<file path="config.mk">
export PLATFORM = sky130hd
export DESIGN_NAME = triangle_strip_to_list_core
export DESIGN_NICKNAME = d
export VERILOG_FILES = /design/src/hw/rtl/tsl_pkg.sv /design/src/hw/rtl/tsl_cmd_queue.sv /design/src/hw/rtl/tsl_front.sv /design/src/hw/rtl/tsl_back.sv /design/src/hw/rtl/triangle_strip_to_list_core.sv
export SDC_FILE = /design/constraint.sdc
export NUM_CORES = 1
export LEC_CHECK = 0
export BUFFER_PORTS_ARGS = -buffer_cell sky130_fd_sc_hd__buf_4
export CAP_MARGIN = 20
export CORE_MARGIN = 1.5
export CORE_UTILIZATION = 30
export DETAILED_ROUTE_END_ITERATION = 7
export PLACE_DENSITY = 0.53
export SLEW_MARGIN = 20
export SYNTH_ARGS = -nofsm -noshare
export SYNTH_HDL_FRONTEND = slang
export SYNTH_HIERARCHICAL = 1
export SYNTH_SLANG_ARGS = --single-unit
</file>
<file path="constraint.sdc">
create_clock -name clk -period 18.6 [get_ports clk]
set_input_delay 1.86 -clock clk [delete_from_list [all_inputs] [get_ports clk]]
set_output_delay 1.86 -clock clk [all_outputs]
set_load 0.1 [all_outputs]
</file>
<file path="src/hw/rtl/tsl_pkg.sv">
`default_nettype none

package tsl_pkg;

    // Width of a strip vertex index that takes part in assembly.
    localparam int INDEX_BITS = 32;

    // Width of the index ports and of the vertex limit register.
    localparam int DATA_BITS = 32;

    // Command queue between the front and the back. The depth is a power of two.
    localparam int QUEUE_DEPTH    = 2;
    localparam int QUEUE_PTR_BITS = $clog2(QUEUE_DEPTH);
    localparam int QUEUE_CNT_BITS = $clog2(QUEUE_DEPTH + 1);

    typedef logic [INDEX_BITS-1:0] index_t;

    // An index with all bits set is a primitive restart.
    localparam index_t RESTART_CODE = '1;

    // Number of valid vertices held in the two-entry window.
    typedef enum logic [1:0] {
        FILL_EMPTY = 2'd0,
        FILL_ONE   = 2'd1,
        FILL_FULL  = 2'd2
    } fill_t;

    // One unit of work for the back: a triangle or a range error report.
    typedef struct packed {
        logic   is_error;
        index_t first;
        index_t second;
        index_t third;
    } tri_cmd_t;

endpackage

`default_nettype wire

</file>
<file path="src/hw/rtl/tsl_cmd_queue.sv">
`default_nettype none

module tsl_cmd_queue (
    input  wire logic              clk,
    input  wire logic              rst_n,
    input  wire logic              push,
    input  wire tsl_pkg::tri_cmd_t push_data,
    output logic                   full,
    input  wire logic              pop,
    output tsl_pkg::tri_cmd_t      pop_data,
    output logic                   empty
);

    tsl_pkg::tri_cmd_t                    entry_reg [tsl_pkg::QUEUE_DEPTH];
    logic [tsl_pkg::QUEUE_PTR_BITS-1:0]   wr_ptr_reg;
    logic [tsl_pkg::QUEUE_PTR_BITS-1:0]   rd_ptr_reg;
    logic [tsl_pkg::QUEUE_CNT_BITS-1:0]   count_reg;
    logic [tsl_pkg::QUEUE_CNT_BITS-1:0]   count_next;

    assign full     = (count_reg == tsl_pkg::QUEUE_CNT_BITS'(tsl_pkg::QUEUE_DEPTH));
    assign empty    = (count_reg == '0);
    assign pop_data = entry_reg[rd_ptr_reg];

    // Occupancy follows the push and pop strobes.
    always_comb
    begin
        count_next = count_reg;
        if (push && !pop)
        begin
            count_next = count_reg + tsl_pkg::QUEUE_CNT_BITS'(1);
        end
        else if (pop && !push)
        begin
            count_next = count_reg - tsl_pkg::QUEUE_CNT_BITS'(1);
        end
    end

    // Pointers and occupancy.
    always_ff @(posedge clk or negedge rst_n)
    begin
        if (!rst_n)
        begin
            wr_ptr_reg <= '0;
            rd_ptr_reg <= '0;
            count_reg  <= '0;
        end
        else
        begin
            if (push)
            begin
                wr_ptr_reg <= wr_ptr_reg + tsl_pkg::QUEUE_PTR_BITS'(1);
            end
            if (pop)
            begin
                rd_ptr_reg <= rd_ptr_reg + tsl_pkg::QUEUE_PTR_BITS'(1);
            end
            count_reg <= count_next;
        end
    end

    // Entry storage carries payload only.
    always_ff @(posedge clk)
    begin
        if (push)
        begin
            entry_reg[wr_ptr_reg] <= push_data;
        end
    end

    // The neighbors must never overrun or underrun the queue.
    a_no_push_when_full: assert property (@(posedge clk) disable iff (!rst_n)
        push |-> !full)
        else $error("command pushed into a full queue");

    a_no_pop_when_empty: assert property (@(posedge clk) disable iff (!rst_n)
        pop |-> !empty)
        else $error("command popped from an empty queue");

endmodule

`default_nettype wire

</file>
<file path="src/hw/rtl/tsl_front.sv">
`default_nettype none

module tsl_front (
    input  wire logic                          clk,
    input  wire logic                          rst_n,
    input  wire logic                          in_valid,
    output logic                               in_ready,
    input  wire logic [tsl_pkg::DATA_BITS-1:0] strip_index,
    input  wire logic                          new_list,
    input  wire logic                          cfg_write_en,
    input  wire logic [tsl_pkg::DATA_BITS-1:0] cfg_write_data,
    output logic                               push,
    output tsl_pkg::tri_cmd_t                  push_data,
    input  wire logic                          queue_full
);

    logic [tsl_pkg::DATA_BITS-1:0] vertex_limit_reg;
    tsl_pkg::index_t               older_reg;
    tsl_pkg::index_t               older_next;
    tsl_pkg::index_t               newer_reg;
    tsl_pkg::index_t               newer_next;
    tsl_pkg::fill_t                fill_reg;
    tsl_pkg::fill_t                fill_next;
    logic                          flip_reg;
    logic                          flip_next;
    logic                          error_reg;
    logic                          error_next;

    tsl_pkg::index_t               idx;
    tsl_pkg::fill_t                fill_eff;
    logic                          flip_eff;
    logic                          error_eff;
    logic                          in_fire;
    logic                          out_of_range;
    logic                          degenerate;

    assign in_ready = !queue_full;
    assign in_fire  = in_valid && in_ready;

    // Bits above the index width are ignored.
    assign idx = strip_index[tsl_pkg::INDEX_BITS-1:0];

    // A new list clears the window, the winding and the error before the transaction.
    assign fill_eff  = new_list ? tsl_pkg::FILL_EMPTY : fill_reg;
    assign flip_eff  = new_list ? 1'b0 : flip_reg;
    assign error_eff = new_list ? 1'b0 : error_reg;

    assign out_of_range = (tsl_pkg::DATA_BITS'(idx) >= vertex_limit_reg);
    assign degenerate   = (older_reg == newer_reg) || (newer_reg == idx) || (older_reg == idx);

    // Classify the transaction and advance the window.
    always_comb
    begin
        older_next       = older_reg;
        newer_next       = newer_reg;
        fill_next        = fill_reg;
        flip_next        = flip_reg;
        error_next       = error_reg;
        push             = 1'b0;
        push_data.is_error = 1'b0;
        push_data.first  = flip_eff ? newer_reg : older_reg;
        push_data.second = flip_eff ? older_reg : newer_reg;
        push_data.third  = idx;

        if (in_fire)
        begin
            fill_next  = fill_eff;
            flip_next  = flip_eff;
            error_next = error_eff;
            if (error_eff)
            begin
                // Dropped while the error stays latched.
            end
            else if (idx == tsl_pkg::RESTART_CODE)
            begin
                fill_next = tsl_pkg::FILL_EMPTY;
                flip_next = 1'b0;
            end
            else if (out_of_range)
            begin
                error_next         = 1'b1;
                push               = 1'b1;
                push_data.is_error = 1'b1;
            end
            else
            begin
                unique case (fill_eff)
                    tsl_pkg::FILL_EMPTY:
                    begin
                        older_next = idx;
                        fill_next  = tsl_pkg::FILL_ONE;
                    end
                    tsl_pkg::FILL_ONE:
                    begin
                        newer_next = idx;
                        fill_next  = tsl_pkg::FILL_FULL;
                    end
                    default:
                    begin
                        push       = !degenerate;
                        older_next = newer_reg;
                        newer_next = idx;
                        flip_next  = !flip_eff;
                    end
                endcase
            end
        end
    end

    // List state and the vertex limit register.
    always_ff @(posedge clk or negedge rst_n)
    begin
        if (!rst_n)
        begin
            vertex_limit_reg <= '0;
            older_reg        <= '0;
            newer_reg        <= '0;
            fill_reg         <= tsl_pkg::FILL_EMPTY;
            flip_reg         <= 1'b0;
            error_reg        <= 1'b0;
        end
        else
        begin
            if (cfg_write_en)
            begin
                vertex_limit_reg <= cfg_write_data;
            end
            older_reg <= older_next;
            newer_reg <= newer_next;
            fill_reg  <= fill_next;
            flip_reg  <= flip_next;
            error_reg <= error_next;
        end
    end

    // A latched error silences every transaction that does not start a new list.
    a_latched_error_silent: assert property (@(posedge clk) disable iff (!rst_n)
        (in_fire && error_reg && !new_list) |-> !push)
        else $error("command issued while an error was latched");

endmodule

`default_nettype wire

</file>
<file path="src/hw/rtl/tsl_back.sv">
`default_nettype none

module tsl_back (
    input  wire logic                          clk,
    input  wire logic                          rst_n,
    input  wire tsl_pkg::tri_cmd_t             pop_data,
    input  wire logic                          queue_empty,
    output logic                               pop,
    output logic                               out_valid,
    input  wire logic                          out_ready,
    output logic [tsl_pkg::DATA_BITS-1:0]      vertex_index,
    output logic                               range_error,
    output logic                               triangle_end
);

    typedef enum logic [1:0] {
        BEAT_FIRST,
        BEAT_SECOND,
        BEAT_THIRD
    } beat_t;

    beat_t              beat_reg;
    tsl_pkg::tri_cmd_t  cmd_reg;
    logic               busy_reg;
    logic               out_fire;
    logic               last_beat;
    tsl_pkg::index_t    beat_vertex;

    assign out_fire  = busy_reg && out_ready;
    assign last_beat = cmd_reg.is_error || (beat_reg == BEAT_THIRD);

    // Take the next command as soon as the current one finishes.
    assign pop = (!busy_reg || (out_fire && last_beat)) && !queue_empty;

    // Select the vertex for the current beat.
    always_comb
    begin
        unique case (beat_reg)
            BEAT_FIRST:  beat_vertex = cmd_reg.first;
            BEAT_SECOND: beat_vertex = cmd_reg.second;
            BEAT_THIRD:  beat_vertex = cmd_reg.third;
            default:     beat_vertex = cmd_reg.third;
        endcase
    end

    assign out_valid    = busy_reg;
    assign vertex_index = cmd_reg.is_error ? '0 : tsl_pkg::DATA_BITS'(beat_vertex);
    assign range_error  = cmd_reg.is_error;
    assign triangle_end = last_beat;

    // Beat sequencer and command register.
    always_ff @(posedge clk or negedge rst_n)
    begin
        if (!rst_n)
        begin
            beat_reg <= BEAT_FIRST;
            busy_reg <= 1'b0;
            cmd_reg  <= '0;
        end
        else if (pop)
        begin
            cmd_reg  <= pop_data;
            busy_reg <= 1'b1;
            beat_reg <= BEAT_FIRST;
        end
        else if (out_fire)
        begin
            if (last_beat)
            begin
                busy_reg <= 1'b0;
                beat_reg <= BEAT_FIRST;
            end
            else
            begin
                unique case (beat_reg)
                    BEAT_FIRST:  beat_reg <= BEAT_SECOND;
                    BEAT_SECOND: beat_reg <= BEAT_THIRD;
                    default:     beat_reg <= BEAT_FIRST;
                endcase
            end
        end
    end

    // An error report is a single result that carries a zero vertex.
    a_error_single_result: assert property (@(posedge clk) disable iff (!rst_n)
        (out_valid && range_error) |-> (triangle_end && vertex_index == '0))
        else $error("range error result is not a single zero-vertex result");

endmodule

`default_nettype wire

</file>
<file path="src/hw/rtl/triangle_strip_to_list_core.sv">
`default_nettype none

// A result-bearing transaction moves its command through the queue into the back's command
// register before its first result shows. Throughput: one input per cycle while the queue
// has room; a triangle gives three results on the one-wide result port, an error report one.
// Reset clears the window, winding, error latch, queue and vertex limit (to zero) at once.
module triangle_strip_to_list_core (
    input  wire logic                          clk,
    input  wire logic                          rst_n,
    input  wire logic                          in_valid,
    output logic                               in_ready,
    input  wire logic [tsl_pkg::DATA_BITS-1:0] strip_index,
    input  wire logic                          new_list,
    input  wire logic                          cfg_write_en,
    input  wire logic [tsl_pkg::DATA_BITS-1:0] cfg_write_data,
    output logic                               out_valid,
    input  wire logic                          out_ready,
    output logic [tsl_pkg::DATA_BITS-1:0]      vertex_index,
    output logic                               range_error,
    output logic                               triangle_end
);

    tsl_pkg::tri_cmd_t push_data;
    tsl_pkg::tri_cmd_t pop_data;
    logic              push;
    logic              pop;
    logic              queue_full;
    logic              queue_empty;

    // Front: accepts strip indices and builds triangle commands.
    tsl_front u_front (
        .clk            (clk),
        .rst_n          (rst_n),
        .in_valid       (in_valid),
        .in_ready       (in_ready),
        .strip_index    (strip_index),
        .new_list       (new_list),
        .cfg_write_en   (cfg_write_en),
        .cfg_write_data (cfg_write_data),
        .push           (push),
        .push_data      (push_data),
        .queue_full     (queue_full)
    );

    // Queue decouples the two sides.
    tsl_cmd_queue u_queue (
        .clk       (clk),
        .rst_n     (rst_n),
        .push      (push),
        .push_data (push_data),
        .full      (queue_full),
        .pop       (pop),
        .pop_data  (pop_data),
        .empty     (queue_empty)
    );

    // Back: emits each command as one or three results.
    tsl_back u_back (
        .clk          (clk),
        .rst_n        (rst_n),
        .pop_data     (pop_data),
        .queue_empty  (queue_empty),
        .pop          (pop),
        .out_valid    (out_valid),
        .out_ready    (out_ready),
        .vertex_index (vertex_index),
        .range_error  (range_error),
        .triangle_end (triangle_end)
    );

endmodule

`default_nettype wire
</file>
# [After elaboration in Yosys (flattened, before gate mapping)]
# Memories as Yosys holds them, arrays and structs flattened. A register that Yosys moved wholly into a read port is not among the register bits.
# Index checks and enable logic that the tools add are counted.
[op_classes] n_lt_le_gt_ge=1 n_mul=0 n_mux=37 addsub=4 bitwise_logic=5 n_shift=0 div=0 n_eq_ne=8 n_reduce_logical=28
[op_table] op="$pmux 32 s2" count=2
[op_table] op="$eq 32x32->1" count=3
[op_table] op="$mux 32" count=3
[op_table] op="$eq 32x32->1 const B" count=1
[op_table] op="$ge 32x32->1" count=1
[op_table] op="$mux 1" count=21
[op_table] op="$mux 2" count=9
[op_table] op="$reduce_and 5->1" count=2
[op_table] op="$logic_not 1->1" count=8
[op_table] op="$pmux 2 s2" count=2
[op_table] op="$logic_and 1x1->1" count=6
[op_table] op="$logic_not 2->1" count=3
[op_table] op="$reduce_bool 2->1" count=3
[op_table] op="$not 1->1" count=5
[op_table] op="$eq 2x1->1 const B" count=2
[op_table] op="$eq 2x2->1 const B" count=2
[op_table] op="$logic_or 1x1->1" count=4
[op_table] op="$add 1x1->1 const B" count=2
[op_table] op="$add 2x1->2 const B" count=1
[op_table] op="$reduce_and 2->1" count=1
[op_table] op="$reduce_or 2->1" count=1
[op_table] op="$sub 2x1->2 const B" count=1
[totals] register_bits=107 romBits=0 out_inout_bits=36 latch_bits=0 n_memories=1 ramBits=194
[mem_list] name="u_queue.entry_reg" words=2 word_bits=97 read_ports=1 rd_clocked_by_memory_dff=1 wr=1 line_no="tsl_cmd_queue.sv:14" text="tsl_pkg::tri_cmd_t entry_reg [tsl_pkg::QUEUE_DEPTH];"

# [Logic depth before layout (Yosys ltp)]
# Gate-level depths: netlist (run 1).
[logic_depth] depth_word=13 depth_mapped=12 depth_no_buf=12

# [Hierarchy]
# Netlist (run 1), hierarchy kept.
[by_module_without_submodules] module="tsl_front" instances=1 seq_area_each_um2=2502.4 cells_per_inst=800 area_per_inst_um2=7409.6
[by_module_without_submodules] module="tsl_cmd_queue" instances=1 seq_area_each_um2=5925.7 cells_per_inst=318 area_per_inst_um2=7259.5
[by_module_without_submodules] module="tsl_back" instances=1 seq_area_each_um2=2502.4 cells_per_inst=333 area_per_inst_um2=4635.7

# [Worst setup path after synthesis (run 1)]
# OpenSTA, ideal clock, no wires.
[synth_path] kind="input-to-reg" start="input port strip_index[31] in the netlist's numbering" end="memory u_queue/entry_reg[0][0] in the netlist's numbering (enable)" stages=8 arrival_ns=7.830 path_slack_ns=10.205 required_ns=18.035 cell_sequence="ha_1 nand4_1 nor4_1 o2111ai_1 a31oi_2 nor2_1 a21oi_1 nor2b_1"
[synth_via] elab_chain_len=11
[synth_rtl] element="from (decl)" line_no="triangle_strip_to_list_core.sv:12" text="input wire logic [tsl_pkg::DATA_BITS-1:0] strip_index,"
[synth_rtl] element="parallel branches: the longest is 6 deep, another holds $ge 32x32->1"
[synth_rtl] element="$mux 1 *" line_no="tsl_front.sv:74" text="else if (idx == tsl_pkg::RESTART_CODE)"
[synth_rtl] element="$mux 1 *" line_no="tsl_front.sv:70" text="if (error_eff)"
[synth_rtl] element="$mux 1 *" line_no="tsl_front.sv:65" text="if (in_fire)"
[synth_rtl] element="via push" line_no="triangle_strip_to_list_core.sv:25" text="logic push;"
[synth_rtl] element="$mux 1 *" line_no="tsl_cmd_queue.sv:64" text="if (push)"
[synth_rtl] element="$mux 1 (implied by the code) *" line_no="tsl_cmd_queue.sv:66" text="entry_reg[wr_ptr_reg] <= push_data;"
[synth_rtl] element="to (decl)" line_no="tsl_cmd_queue.sv:14"
# Mark *: on every way through the listed nets, which the timed path passes.

# [Worst setup path after layout (run 1)]
[layout_path] start="input port strip_index[29] in the netlist's numbering" end="memory u_queue/entry_reg[1][41] in the netlist's numbering (enable)"
# The elaborated chain is that of the path after synthesis.

==> results.yml, run 1 <==
cts:
  clkSlewWorstSetupHoldPaths_ns: 0.06
  cts_setup_buffers: 0
  clock_path_buffers: 3
  numCtsBuffers: 45
  tritoncts: "built"
  cts_root_buffer: "clkbuf_16"
  post_cts_resized: 0
  hold_buffers: 0
  clock_sinks: 398
  htreeDepth: 2
  clock_latency_ns: 0.56
route:
  ant_nets: 0
  via_count: 11119
  avgViaCountPerCell: 4.63
  drc: 0
  postRouteWirelength_um: 46500
  dr.pass1.iters: 5
  drt_iter0_drc: 703
  routedWlPerCell_um: 19.4
floorplanning:
  ios: 106
  die_h_um: 257
  initial_core_util: 0.305
  core_region_area_mm2: 0.0633
  fp.dieArea_mm2: 0.0659
  std_cell_rows: 92
  die_w_um: 257
timing:
  tightest_slew_ns: 1.02
  hold_violations: 0
  grt_setup_unrepaired: "false"
  setup_viol: 0
  timing.final.ws_setup_ns: 13.09
  hold_slack_ns: 0.480
  maxSlewHeadroom: 0.319
  period_share: 0.296
  fin_setup_tns_ns: 0
  min_period_ns: 5.51
  finClkSkew_ns: 0.0101
  max_freq_mhz: 181
  slew_violations: 0
synthesis:
  yosysWarnings: 6
  syn-mean-instance-area_um2: 13.3
  ys_seq_area_frac: 0.566
  synth_ff_type: "dfrtp_1"
  netlist_area_mm2: 0.0193
  synth_top_cell_area_share: 0.302
  ys_ff_latch: 398
  yosysTopAreaCell: "edfxtp_1"
  synth-edff-count: 194
  synth_most_common_cell: "nand2_1"
  synthTopCellsByArea: "edfxtp_1 30%, dfrtp_1 26%, mux2_2 13%"
  netlist_top_cells_count: "238 x nand2_1, 220 x mux2_2, 204 x dfrtp_1, 194 x edfxtp_1, 80 x mux2_4"
  synthesis.nets: 1557
  synthDistinctLibCells: 56
  async_flop_share: 0.513
  syn-instance-count: 1451
power_and_ir_drop:
  pwr_density_cell_mw_per_mm2: 184
  cellLeakagePower_nw: 8.90
  peakVddDrop_mv: 0.0786
global_route:
  grt_pass1_vias: 11428
  grt_overflow: 0
  grt_pass1_wl_um: 70800
  grt_use_total: 0.140
  grt_start_max_net_pins: 77
  antenna_found_initial: 2
placement:
  gp_congestion: 0.807
  dp_slack_ns: 12.44
  hpwl_um: 31500
  port-buffer-count: 105
layout:
  drive_above_1_share: 0.324
  layout.nets: 1628
  largest_reg_flops: 194
  antenna_cells: 0
  fillCellCount: 6229
  area_growth_pct: 14.7
setup_path:
  crit_path_end_kind: "register"
  cp-start-kind: "input port"
  crit_required_ns: 18.78
  crit_fanout: 57
  cp_data_arrival_time_ns: 5.69
  crit_type: "in -> reg"
hold_path:
  hold_class: "reg -> reg"
job:
  maxCapViolations: 0
outcome:
  outcome: "finished clean"
through the flow:
| step | util | instance area, µm² | total power [W] | std cells |
|---|---|---|---|---|
| after global routing | 0.350 | 22100 | 0.00429 | 2401 |
| final | 0.350 | 22100 | 0.00408 | 2401 |
| after detailed placement | 0.327 | 20700 | 0.00325 | 2321 |
| after CTS | 0.350 | 22100 | 0.00413 | 2401 |
| after global placement | 0.327 | 20700 | 0.00322 | 2321 |
| after floorplan | - | 19300 | 0.00280 | 1451 |
metal layers:
metal / GRT usage / share of wire / vias up
li1: - / - / 5266
met1: 0.191 / 0.47 / 5553
met2: 0.228 / 0.47 / 220
met3: 0.0244 / 0.037 / 76
met4: 0.0400 / 0.023 / 4
met5: 0 / 0.00045 / -
cells by family (layout without fill, tap and decap cells):
| group | count (synthesis) | count (layout) | synth area share |
|---|---|---|---|
| AO/OA/AOI/OAI | 79 | 79 | 0.0258 |
| XOR/XNOR | 101 | 101 | 0.0458 |
| adder cells (fa/ha/maj) | 36 | 36 | 0.0233 |
| buffers and inverters | 136 | 240 | 0.0393 |
| flip-flops | 398 | 398 | 0.566 |
| multiplexers | 355 | 355 | 0.221 |
| AND/OR/NAND/NOR | 346 | 346 | 0.0790 |
cells in the final DEF (no fill, tap or decap), types with 2 or more instances in the layout:
cell,instances
nand2_1,238
mux2_2,220
dfrtp_1,201
edfxtp_1,194
buf_4,119
mux2_4,80
xor2_1,68
clkbuf_16,45
o21ai_0,41
inv_1,40
nor2_1,39
ha_1,36
xnor2_1,33
mux2i_1,32
mux2_1,23
nand4_1,23
nor4_1,19
a21oi_1,13
clkbuf_1,11
clkbuf_8,9
clkinv_2,6
nor3_1,5
nor2b_1,4
clkinv_1,3
bufinv_16,3
a211oi_1,3
clkinvlp_4,2
dfrtp_2,2
nand2b_1,2
nor2b_4,2
o21a_1,2
o22ai_1,2
nor4_4,2
o31ai_1,2
a31o_1,2
report_power, final:
group	internal, W	total (W)	switching, W
clock	0.000522	0.000867	0.000345
sequential	0.00124	0.00152	0.000274
combinational	0.000691	0.00169	0.00100
total	0.00246	0.00408	0.00162
area by class of cell:
cell class                      count  area, µm²  share of cell area
Multi-Input combinational cell    917       7640               0.345
Clock inverter                     15        155             0.00701
Inverter                           40        150             0.00678
Clock buffer                       65       1290              0.0583
Timing Repair Buffer              120        908              0.0410
Sequential cell                   398      10900               0.494
Tap cell                          846       1060              0.0478
worst max-delay path, cell delays in order:
cell and delay (ns):
buf_4 0.16, ha_1 0.31, nand4_1 0.17, nor4_1 0.51, o2111ai_1 0.25, a31oi_2 0.40
nor2_1 0.19, a21oi_1 0.35, and2_4 0.66, buf_4 0.76
path summary, 6_finish.rpt:
check / endpoint / slack, ns / cells past startpoint / startpoint
max in group asynchronous: u_queue/rd_ptr_reg / 15.90 / 2 / rst_n
setup reg to reg: u_queue/entry_reg[1][41] / 14.12 / 10 / u_front/vertex_limit_reg[29]
setup / recovery: u_queue/entry_reg[1][41] / 13.09 / 10 / strip_index[29]
hold / removal: u_back/cmd_reg[59] / 0.48 / 1 / u_back/cmd_reg[59]
hold reg to reg: u_back/cmd_reg[59] / 0.48 / 1 / u_back/cmd_reg[59]
min in group asynchronous: u_back/cmd_reg[5] / 1.29 / 1 / rst_n
(Power assumes the default switching activity.)
==> inputs of run 2 (changes only) <==
PLACE_DENSITY = 0.55   (was 0.53)
clock period = 5 ns   (was 18.6 ns; I/O delays follow)
==> results.yml, run 2 (synthesized netlist as in run 1, its figures left out) <==
outcome:
  outcome: "finished with violations"
  violations: "negative hold slack"
power_and_ir_drop:
  seqPwrFrac: 0.362
  internal-power_w: 0.00924
  pwr_density_cell_mw_per_mm2: 688
  comb_power_share: 0.422
  switching_power_w: 0.00608
  cellLeakagePower_nw: 8.97
  peakVddDrop_mv: 0.301
  clockPowerShare: 0.216
  swShare: 0.397
layout:
  final_common_cell: "nand2_1"
  layout.nets: 1633
  largest_reg_flops: 194
  drive_above_1_share: 0.328
  final_cells: 2409
  area_growth_pct: 15.4
  fillCellCount: 6187
  antenna_cells: 0
  mostFrequentLayoutCells: "238 x nand2_1, 220 x mux2_2, 201 x dfrtp_1, 194 x edfxtp_1, 121 x buf_4"
cts:
  tritoncts: "built"
  cts_root_buffer: "clkbuf_16"
  clkSlewWorstSetupHoldPaths_ns: 0.06
  numCtsBuffers: 44
  clock_path_buffers: 3
  htreeDepth: 2
  clock_sinks: 398
  hold_buffers: 0
  clock_latency_ns: 0.57
  post_cts_resized: 0
  cts_setup_buffers: 0
global_route:
  grt_use_total: 0.144
  grt_start_max_net_pins: 111
  grt_overflow: 0
  grt_pass1_vias: 11712
  grt_pass1_wl_um: 72500
  antenna_found_initial: 4
floorplanning:
  std_cell_rows: 92
  ios: 106
  core_region_area_mm2: 0.0633
  die_w_um: 257
  die_h_um: 257
  fp.dieArea_mm2: 0.0659
  initial_core_util: 0.305
placement:
  hpwl_um: 31500
  dp_slack_ns: 0.763
  placed_cells: 2327
  port-buffer-count: 105
  gp_congestion: 0.827
timing:
  hold_violations: 14
  timing.final.ws_setup_ns: 0.980
  tightest_slew_ns: 0.983
  fin_setup_tns_ns: 0
  min_period_ns: 4.02
  grt_setup_unrepaired: "false"
  maxSlewHeadroom: 0.345
  finClkSkew_ns: 0.0225
  setup_viol: 0
  period_share: 0.804
  max_freq_mhz: 249
  hold_slack_ns: -0.0387
  slew_violations: 0
route:
  dr.pass1.iters: 5
  ant_nets: 0
  postRouteWirelength_um: 47500
  drt_iter0_drc: 679
  routedWlPerCell_um: 19.7
  drc: 0
  via_count: 11226
  avgViaCountPerCell: 4.66
setup_path:
  cp-start-kind: "register"
  cp_data_arrival_time_ns: 4.22
  r2r_start: "u_front/vertex_limit_reg[31]"
  crit_path_end_kind: "register"
  timing.critical_path.from: "u_front/vertex_limit_reg[31]"
  crit_required_ns: 5.20
  reg2reg_depth: 10
  crit_fanout: 45
  crit_type: "reg -> reg"
job:
  maxCapViolations: 0
hold_path:
  hold_class: "in -> async"
run 2: cell types whose count changed in the layout (fill, tap and decap cells not counted):
| cell | before | now |
|---|---|---|
| inv_6 | 1 | 2 |
| buf_12 | 0 | 4 |
| clkbuf_1 | 11 | 10 |
| clkinv_2 | 6 | 7 |
| buf_4 | 119 | 121 |
| bufinv_16 | 3 | 4 |
run 2: final cells by class:
type / instances / area [µm²] / area share
Clock buffer: 64 / 1290 / 0.0578
Clock inverter: 18 / 199 / 0.00893
Inverter: 40 / 150 / 0.00674
Multi-Input combinational cell: 917 / 7640 / 0.343
Sequential cell: 398 / 10900 / 0.491
Tap cell: 846 / 1060 / 0.0475
Timing Repair Buffer: 126 / 1000 / 0.0451
run 2: per-stage QoR:
stage          cell area (µm²)  utilization  power, W
6_report                 22300        0.352    0.0153
5_1_grt                  22300        0.352    0.0161
4_1_cts                  22300        0.352    0.0155
3_5_place_dp             20800        0.328    0.0122
3_3_place_gp             20800        0.328    0.0120
2_1_floorplan            19300            -    0.0104
run 2: path summary, 6_finish.rpt:
check | endpoint | slack, ns
min in group clk | u_front/vertex_limit_reg[12] | 0.14
max in group asynchronous | u_front/newer_reg[28] | 3.94
max reg2reg | u_queue/entry_reg[0][29] | 0.98
min reg2reg | u_back/cmd_reg[61] | 0.48
min | u_back/cmd_reg[4] | -0.04
max | u_queue/entry_reg[0][29] | 0.98
run 2: power by group through the flow:
stage | clock network [W] | logic, W | registers (W)
after detailed placement | 0 | 0.00655 | 0.00561
after floorplan | 0 | 0.00511 | 0.00528
after global routing | 0.00352 | 0.00692 | 0.00570
final | 0.00331 | 0.00647 | 0.00554
after CTS | 0.00340 | 0.00658 | 0.00555
after global placement | 0 | 0.00649 | 0.00556
run 2: critical path, stage by stage (launching register included):
cell       delay [ns]
dfrtp_1          0.32
inv_1            0.05
ha_1             0.31
nand4_1          0.21
nor4_1           0.68
o2111ai_1        0.30
a31oi_2          0.40
nor2_1           0.18
a21oi_1          0.36
nor2b_4          0.25
buf_4            0.53
run 2: per-layer routing:
metal | global-route usage | vias to the layer above | share of wire
li1 | - | 5261 | -
met2 | 0.237 | 270 | 0.47
met5 | 0 | - | 0.00053
met3 | 0.0326 | 66 | 0.052
met4 | 0.0373 | 4 | 0.019
met1 | 0.191 | 5625 | 0.46
